File: src/design/opsge_pkg.sv
// shared types and constants for the order-preserving string group encoder
// no dependencies
package opsge_pkg;

    // widths that the byte fields and the group size range fix
    localparam int BYTE_W = 8;
    // a step count covers up to GROUP_BYTES + 3 results, at most 257
    localparam int STEP_W = 9;

    // what one accepted item has to emit, worked out at acceptance
    typedef struct packed {
        logic [BYTE_W-1:0] data_byte; // string byte passed straight through
        logic              has_end;   // item closes the string
        logic [BYTE_W-1:0] len_byte;  // count of real bytes in the last group
        logic [STEP_W-1:0] mark_at;   // first step of the marker byte
        logic [STEP_W-1:0] zero_at;   // first step of the zero padding
        logic [STEP_W-1:0] len_at;    // step of the length byte
        logic [STEP_W-1:0] total;     // number of results for this item
    } plan_t;

endpackage

File: src/design/order_preserving_string_group_encoder.sv
// top level of the order-preserving string group encoder
// depends on opsge_pkg, opsge_plan and opsge_emit
// an item is held in the item register, and each of its results then in the output register
// throughput: one input transfer per cycle while each item gives one result and the output is not stalled
// an item with n results holds the sequencer until all n are emitted (up to GROUP_BYTES + 3)
// reset: synchronous active-low aresetn clears the fill counter and all valid flags
module order_preserving_string_group_encoder
    import opsge_pkg::*;
#(
    parameter int GROUP_BYTES = 8
) (
    input  logic              aclk,
    input  logic              aresetn,
    // input stream
    input  logic              s_tvalid,
    output logic              s_tready,
    input  logic [BYTE_W-1:0] s_tdata,   // [7:0] data_byte
    input  logic [0:0]        s_tuser,   // [0] byte_present
    input  logic              s_tlast,   // string_end
    // result stream
    output logic              m_tvalid,
    input  logic              m_tready,
    output logic [BYTE_W-1:0] m_tdata,   // [7:0] out_byte
    output logic [0:0]        m_tuser,   // [0] run_last
    output logic              m_tlast    // key_done
);

    logic  accept;
    logic  load;
    logic  take_ok;
    plan_t plan;

    // input transfer; items with nothing to emit are taken without loading the sequencer
    assign s_tready = take_ok;
    assign accept   = s_tvalid && take_ok;
    assign load     = accept && (plan.total != '0);

    // fill counter and the result plan of the item at the port
    opsge_plan #(
        .GROUP_BYTES (GROUP_BYTES)
    ) u_plan (
        .aclk         (aclk),
        .aresetn      (aresetn),
        .accept       (accept),
        .data_byte    (s_tdata),
        .byte_present (s_tuser[0]),
        .string_end   (s_tlast),
        .plan         (plan)
    );

    // steps through the plan one result per cycle, while the output register is free, into the output register
    opsge_emit #(
        .GROUP_BYTES (GROUP_BYTES)
    ) u_emit (
        .aclk      (aclk),
        .aresetn   (aresetn),
        .load      (load),
        .plan      (plan),
        .take_ok   (take_ok),
        .out_valid (m_tvalid),
        .out_ready (m_tready),
        .out_byte  (m_tdata),
        .run_last  (m_tuser[0]),
        .key_done  (m_tlast)
    );

endmodule

File: src/design/opsge_plan.sv
// group fill counter and per-item result plan
// depends on opsge_pkg
module opsge_plan
    import opsge_pkg::*;
#(
    parameter int GROUP_BYTES = 8
) (
    input  logic              aclk,
    input  logic              aresetn,
    input  logic              accept,
    input  logic [BYTE_W-1:0] data_byte,
    input  logic              byte_present,
    input  logic              string_end,
    output plan_t             plan
);

    localparam int FILL_W = $clog2(GROUP_BYTES);

    logic [FILL_W-1:0] fill_reg;
    logic [FILL_W-1:0] fill_next;
    logic [FILL_W-1:0] fill_after;
    logic              group_full;
    logic [STEP_W-1:0] zero_cnt;

    always_comb begin
        group_full = byte_present && (fill_reg == FILL_W'(GROUP_BYTES - 1));
        if (group_full) begin
            fill_after = '0;
        end else if (byte_present) begin
            fill_after = fill_reg + FILL_W'(1);
        end else begin
            fill_after = fill_reg;
        end

        if (string_end) begin
            zero_cnt = STEP_W'(GROUP_BYTES) - STEP_W'(fill_after);
        end else begin
            zero_cnt = '0;
        end

        plan.data_byte = data_byte;
        plan.has_end   = string_end;
        plan.len_byte  = BYTE_W'(fill_after);
        plan.mark_at   = STEP_W'(byte_present);
        plan.zero_at   = plan.mark_at + STEP_W'(group_full);
        plan.len_at    = plan.zero_at + zero_cnt;
        plan.total     = plan.len_at + STEP_W'(string_end);

        fill_next = string_end ? '0 : fill_after;
    end

    always_ff @(posedge aclk) begin
        if (!aresetn) begin
            fill_reg <= '0;
        end else if (accept) begin
            fill_reg <= fill_next;
        end
    end

endmodule

File: src/design/opsge_emit.sv
// item register, step counter and output register
// depends on opsge_pkg
module opsge_emit
    import opsge_pkg::*;
#(
    parameter int GROUP_BYTES = 8
) (
    input  logic              aclk,
    input  logic              aresetn,
    input  logic              load,
    input  plan_t             plan,
    output logic              take_ok,
    output logic              out_valid,
    input  logic              out_ready,
    output logic [BYTE_W-1:0] out_byte,
    output logic              run_last,
    output logic              key_done
);

    localparam logic [BYTE_W-1:0] MARK_BYTE = BYTE_W'(GROUP_BYTES + 1);

    logic              item_valid_reg;
    plan_t             plan_reg;
    logic [STEP_W-1:0] step_reg;
    logic              out_valid_reg;
    logic [BYTE_W-1:0] out_byte_reg;
    logic              run_last_reg;
    logic              key_done_reg;

    logic              out_free;
    logic              advance;
    logic              last_step;
    logic [BYTE_W-1:0] byte_next;

    always_comb begin
        out_free  = !out_valid_reg || out_ready;
        advance   = item_valid_reg && out_free;
        last_step = step_reg == (plan_reg.total - STEP_W'(1));
        take_ok   = !item_valid_reg || (advance && last_step);

        if (step_reg < plan_reg.mark_at) begin
            byte_next = plan_reg.data_byte;
        end else if (step_reg < plan_reg.zero_at) begin
            byte_next = MARK_BYTE;
        end else if (step_reg < plan_reg.len_at) begin
            byte_next = '0;
        end else begin
            byte_next = plan_reg.len_byte;
        end
    end

    always_ff @(posedge aclk) begin
        if (!aresetn) begin
            item_valid_reg <= 1'b0;
            step_reg       <= '0;
        end else if (load) begin
            item_valid_reg <= 1'b1;
            step_reg       <= '0;
        end else if (advance && last_step) begin
            item_valid_reg <= 1'b0;
        end else if (advance) begin
            step_reg <= step_reg + STEP_W'(1);
        end
    end

    always_ff @(posedge aclk) begin
        if (load) begin
            plan_reg <= plan;
        end
    end

    always_ff @(posedge aclk) begin
        if (!aresetn) begin
            out_valid_reg <= 1'b0;
        end else if (advance) begin
            out_valid_reg <= 1'b1;
        end else if (out_ready) begin
            out_valid_reg <= 1'b0;
        end
    end

    always_ff @(posedge aclk) begin
        if (advance) begin
            out_byte_reg <= byte_next;
            run_last_reg <= last_step;
            key_done_reg <= last_step && plan_reg.has_end;
        end
    end

    assign out_valid = out_valid_reg;
    assign out_byte  = out_byte_reg;
    assign run_last  = run_last_reg;
    assign key_done  = key_done_reg;

endmodule

File: config.mk
export PLATFORM = sky130hd
export DESIGN_NAME = order_preserving_string_group_encoder
export DESIGN_NICKNAME = d
export VERILOG_FILES = /design/src/design/opsge_pkg.sv /design/src/design/order_preserving_string_group_encoder.sv /design/src/design/opsge_plan.sv /design/src/design/opsge_emit.sv
export SDC_FILE = /design/constraint.sdc
export NUM_CORES = 1
export LEC_CHECK = 0
export BUFFER_PORTS_ARGS = -buffer_cell sky130_fd_sc_hd__buf_2
export CELL_PAD_IN_SITES_DETAIL_PLACEMENT = 1
export CELL_PAD_IN_SITES_GLOBAL_PLACEMENT = 2
export CORE_AREA = 2 2 93 113
export DETAILED_ROUTE_END_ITERATION = 8
export DIE_AREA = 0 0 95 115
export MAX_ROUTING_LAYER = met4
export PLACE_DENSITY = 0.84
export SYNTH_ARGS = -nofsm -noshare
export SYNTH_HDL_FRONTEND = slang
export SYNTH_HIERARCHICAL = 1
export SYNTH_SLANG_ARGS = --single-unit
export TNS_END_PERCENT = 50
File: constraint.sdc
create_clock -name aclk -period 15.7 [get_ports aclk]
set_clock_uncertainty 0.1 [all_clocks]
set_input_delay 0.785 -clock aclk [delete_from_list [all_inputs] [get_ports aclk]]
set_output_delay 0.785 -clock aclk [all_outputs]
set_load 0.05 [all_outputs]
==> flow_summary.html <==
<table>
<tr><th>Metric</th><th>Value</th></tr>
<tr><th colspan="2">Run status</th></tr>
<tr><td>Status</td><td>completed</td></tr>
<tr><th colspan="2">STA</th></tr>
<tr><td>Setup tns final</td><td>0 ns</td></tr>
<tr><td>Fmax achieved</td><td>208.3 MHz</td></tr>
<tr><td>Slew at the pin closest to its max-slew limit</td><td>1.197 ns</td></tr>
<tr><td>Setup repair after global routing missed its margin</td><td>no</td></tr>
<tr><td>Final number of hold-violating endpoints</td><td>0</td></tr>
<tr><td>Setup violations, final</td><td>0</td></tr>
<tr><td>Max_slew headroom</td><td>20.04%</td></tr>
<tr><td>Final Critical Period</td><td>4.801 ns</td></tr>
<tr><td>Max-slew violations</td><td>0</td></tr>
<tr><td>Tcrit/Tclk final</td><td>30.58%</td></tr>
<tr><th colspan="2">Synth</th></tr>
<tr><td>Cell variety after synth</td><td>61</td></tr>
<tr><td>Share of synthesized registers carrying an async set or reset</td><td>0%</td></tr>
<tr><td>Gate count after technology mapping</td><td>385</td></tr>
<tr><td>Fraction of the yosys area taken by sequential cells</td><td>49.47%</td></tr>
<tr><td>Most used standard cell by instance count after synthesis</td><td>sky130_fd_sc_hd__edfxtp_1</td></tr>
<tr><td>Fraction of post-synthesis cell area in the top cell type by area</td><td>43.09%</td></tr>
<tr><td>Mean instance size in the synthesized netlist</td><td>11.40 µm²</td></tr>
<tr><td>Number of enable flip-flop cells after synthesis</td><td>63</td></tr>
<tr><td>Warning count from the yosys run</td><td>6</td></tr>
<tr><td>Cell types occupying the most area after synthesis</td><td>sky130_fd_sc_hd__edfxtp_1 (43%), sky130_fd_sc_hd__ha_1 (9.4%), sky130_fd_sc_hd__buf_4 (6.5%), sky130_fd_sc_hd__dfxtp_1 (6.4%), sky130_fd_sc_hd__inv_1 (3.7%)</td></tr>
<tr><td>Dominant cell type by area after synthesis</td><td>sky130_fd_sc_hd__edfxtp_1</td></tr>
<tr><td>Mapped cell area</td><td>4390 µm²</td></tr>
<tr><td>Commonest cells in the synthesized netlist</td><td>sky130_fd_sc_hd__edfxtp_1 (63), sky130_fd_sc_hd__inv_1 (43), sky130_fd_sc_hd__buf_4 (38)</td></tr>
<tr><td>Primary FF master, synth</td><td>sky130_fd_sc_hd__edfxtp_1</td></tr>
<tr><td>Post-synthesis register bit count</td><td>77</td></tr>
<tr><th colspan="2">Final layout</th></tr>
<tr><td>Share of post-route cells with drive strength above 1</td><td>14.08%</td></tr>
<tr><td>Non-filler cells in the finished layout</td><td>538</td></tr>
<tr><td>Layout filler cell count</td><td>1,092</td></tr>
<tr><td>Footprint of the flip-flops and latches</td><td>2172 µm²</td></tr>
<tr><td>Number of diodes added for antenna fixing</td><td>0</td></tr>
<tr><td>Number of flip-flops under the largest register name</td><td>53</td></tr>
<tr><td>Finished layout cell area</td><td>4792 µm²</td></tr>
<tr><td>Number of nets in the layout</td><td>455</td></tr>
<tr><td>Syn-to-layout area delta</td><td>9.148%</td></tr>
<tr><td>Area of combinational cells with multiple inputs</td><td>1857 µm²</td></tr>
<tr><th colspan="2">Placed design</th></tr>
<tr><td>Routability-driven placement congestion ratio</td><td>0.8228</td></tr>
<tr><td>HPWL reported at the end of detailed placement</td><td>6399 µm</td></tr>
<tr><td>Number of input and output port buffers inserted</td><td>25</td></tr>
<tr><td>Placed instance count</td><td>522</td></tr>
<tr><td>Post-DP Area</td><td>4492 µm²</td></tr>
<tr><th colspan="2">Power and ir drop</th></tr>
<tr><td>PD cells</td><td>105.2 nW/µm²</td></tr>
<tr><td>Clock share of power</td><td>41.1%</td></tr>
<tr><td>Combinational power share</td><td>10.7%</td></tr>
<tr><td>Switching power total</td><td>0.0001256 W</td></tr>
<tr><td>Sum of internal, switching and leakage power</td><td>0.0005042 W</td></tr>
<tr><td>Lkg Pwr</td><td>2.076 nW</td></tr>
<tr><td>Internal power</td><td>0.0003786 W</td></tr>
<tr><td>Register share of total power</td><td>48.2%</td></tr>
<tr><td>Switch share</td><td>24.91%</td></tr>
<tr><td>Peak ir drop on the vdd network</td><td>0.07257 mV</td></tr>
<tr><th colspan="2">Die</th></tr>
<tr><td>CORE AREA</td><td>9859 µm²</td></tr>
<tr><td>Die X</td><td>95 µm</td></tr>
<tr><td>Die height</td><td>115 µm</td></tr>
<tr><td>Starting Density</td><td>44.53%</td></tr>
<tr><td>Number of core rows</td><td>40</td></tr>
<tr><td>Area of the die</td><td>10,930 µm²</td></tr>
<tr><td>Number of placed I/O pins</td><td>26</td></tr>
<tr><th colspan="2">Critical path</th></tr>
<tr><td>Category of the most critical setup path</td><td>flop to flop</td></tr>
<tr><td>Startpoint types</td><td>flop</td></tr>
<tr><td>Required arrival time at the worst endpoint</td><td>15.86 ns</td></tr>
<tr><td>Max Fanout on Critical Path</td><td>18</td></tr>
<tr><td>Critical path capture point type</td><td>flop</td></tr>
<tr><td>Worst path arrival time</td><td>4.96 ns</td></tr>
<tr><th colspan="2">Run</th></tr>
<tr><td>Max-Cap Viols</td><td>0</td></tr>
<tr><th colspan="2">Global routing</th></tr>
<tr><td>Wire length of the first global-routing pass</td><td>14,380 µm</td></tr>
<tr><td>Via count of the first global-routing pass</td><td>2,884</td></tr>
<tr><td>Total global routing track utilization</td><td>18.13%</td></tr>
<tr><td>Pin count of the biggest net entering global routing</td><td>56</td></tr>
<tr><td>Remaining Overflow, GRT</td><td>0</td></tr>
<tr><td>Initial antenna violation count</td><td>0</td></tr>
<tr><th colspan="2">Route</th></tr>
<tr><td>Remaining number of nets flagged by the antenna check after routing</td><td>0</td></tr>
<tr><td>WL/cell</td><td>16.21 µm</td></tr>
<tr><td>DRC errors left</td><td>0</td></tr>
<tr><td>Number of iterations in the first detailed-routing pass</td><td>4</td></tr>
<tr><td>Detailed-route via count</td><td>2,730</td></tr>
<tr><td>Routed via count divided by cell count</td><td>5.074</td></tr>
<tr><td>Post-Route WL</td><td>8723 µm</td></tr>
<tr><td>First-iteration detailed-routing DRC count</td><td>109</td></tr>
<tr><th colspan="2">Clocking</th></tr>
<tr><td>Post-CTS setup-driven buffer insertion count</td><td>0</td></tr>
<tr><td>Sinks on Clock Net</td><td>77</td></tr>
<tr><td>Hold buffers post-CTS</td><td>0</td></tr>
<tr><td>Clock transition at the registers of the reported paths</td><td>0.06 ns</td></tr>
<tr><td>CTS tree</td><td>done</td></tr>
<tr><td>CTS Buf Count</td><td>9</td></tr>
<tr><td>CTS max path bufs</td><td>2</td></tr>
<tr><td>Maximum level of the CTS H-tree</td><td>3</td></tr>
<tr><td>Total of cells resized after clock tree synthesis</td><td>0</td></tr>
<tr><td>Clock latency at the later pin of the worst-skew pair</td><td>0.34 ns</td></tr>
<tr><td>CTS Root Buffer Type</td><td>sky130_fd_sc_hd__clkbuf_16</td></tr>
<tr><th colspan="2">Hold path</th></tr>
<tr><td>Min-delay worst type</td><td>flop to flop</td></tr>
</table>
power groups by stage:
stage	logic [W]	clock network [W]	registers (W)
2_1_floorplan	0.0000411	0	0.000252
3_3_place_gp	0.0000525	0	0.000247
3_5_place_dp	0.0000542	0	0.000247
4_1_cts	0.0000547	0.000211	0.000243
5_1_grt	0.0000603	0.000221	0.000244
6_report	0.0000541	0.000207	0.000243
kinds of logic (layout without fill, tap and decap cells):
kind of cell	after synthesis	after routing	share of synthesized area (%)
simple gates	94	94	12.74
buf+inv	87	87	10.89
other cells	1	28	0.08541
mux	11	11	2.565
fa+ha+maj	34	34	9.860
flops	77	77	49.47
compound gates	65	65	11.03
xor+xnor	16	16	3.363
cell type report:
| cell class | count | area share (%) |
|---|---|---|
| clock buffer | 10 | 4.778 |
| clock inverter | 6 | 1.488 |
| inverter | 44 | 3.446 |
| multi-input combinational | 248 | 38.75 |
| sequential | 77 | 45.33 |
| tap | 126 | 3.290 |
| timing repair buffer | 27 | 2.924 |
cell usage in the layout, fill, tap and decap left out, drive strengths merged, types with 2 or more instances in the layout:
| master | Yosys | layout |
|---|---|---|
| nand4 | 8 | 8 |
| clkinvlp | 0 | 2 |
| ha | 33 | 33 |
| nand2 | 22 | 22 |
| clkbuf | 3 | 10 |
| mux2i | 9 | 9 |
| and3 | 4 | 4 |
| a211oi | 4 | 4 |
| mux2 | 2 | 2 |
| or3 | 2 | 2 |
| nor4 | 4 | 4 |
| a21oi | 17 | 17 |
| nand2b | 14 | 14 |
| nor2b | 9 | 9 |
| nand3 | 3 | 3 |
| conb | 1 | 28 |
| a31oi | 3 | 3 |
| o22ai | 3 | 3 |
| and2 | 3 | 3 |
| nor2 | 11 | 11 |
| inv | 44 | 45 |
| clkinv | 0 | 2 |
| a22o | 6 | 6 |
| nor3 | 5 | 5 |
| and4 | 3 | 3 |
| a21o | 6 | 6 |
| o211ai | 2 | 2 |
| a311oi | 2 | 2 |
| o21a | 5 | 5 |
| dfxtp | 14 | 14 |
| xor2 | 8 | 8 |
| o21ai | 8 | 8 |
| edfxtp | 63 | 63 |
| buf | 40 | 27 |
| xnor2 | 8 | 8 |
layer usage:
metal  vias up  global-route usage, %  wire [µm]
met5         -                      -          0
li1       1356                      -          -
met3         8                  3.342        178
met1      1345                  20.11       3599
met2        21                  32.77       4854
met4         0                  5.507         91
path summary, 6_finish.rpt:
check	slack (ns)	to	depth (start not counted)	startpoint
setup / recovery	10.90	u_emit/step_reg[6]$_SDFFE_PP0P_	17	u_plan/fill_reg[0]$_SDFFE_PN0P_
setup reg to reg	10.90	u_emit/step_reg[6]$_SDFFE_PP0P_	17	u_plan/fill_reg[0]$_SDFFE_PN0P_
hold / removal	0.43	u_emit/out_valid$_SDFFE_PN0P_	1	u_emit/item_valid_reg$_SDFFE_PN0P_
hold reg to reg	0.43	u_emit/out_valid$_SDFFE_PN0P_	1	u_emit/item_valid_reg$_SDFFE_PN0P_
critical path, cell delays in order, from the launching register on:
cell                       delay [ns]
sky130_fd_sc_hd__dfxtp_1         0.34
sky130_fd_sc_hd__ha_1            0.21
sky130_fd_sc_hd__ha_1            0.23
sky130_fd_sc_hd__nand2b_1        0.18
sky130_fd_sc_hd__mux2_2          0.32
sky130_fd_sc_hd__ha_1            0.29
sky130_fd_sc_hd__nand2_1         0.11
sky130_fd_sc_hd__inv_1           0.05
sky130_fd_sc_hd__ha_1            0.27
sky130_fd_sc_hd__a21oi_1         0.38
sky130_fd_sc_hd__o21ai_0         0.19
sky130_fd_sc_hd__a211oi_2        0.26
sky130_fd_sc_hd__xnor2_1         0.11
sky130_fd_sc_hd__nor3_1          0.32
sky130_fd_sc_hd__a31oi_4         0.12
sky130_fd_sc_hd__nor2b_1         0.94
sky130_fd_sc_hd__nand2b_1        0.13
sky130_fd_sc_hd__mux2i_1         0.18
through the flow:
step                util, %  setup WS, ns  hold slack (ns)
floorplan                 -         8.727           0.3680
global placement      45.56         11.00           0.3920
detailed placement    45.56         10.70           0.4166
CTS                   48.60         10.85           0.4367
global route          48.60         10.41           0.4601
finish                48.60         10.90           0.4294
Power figures use the tool's default switching activity.
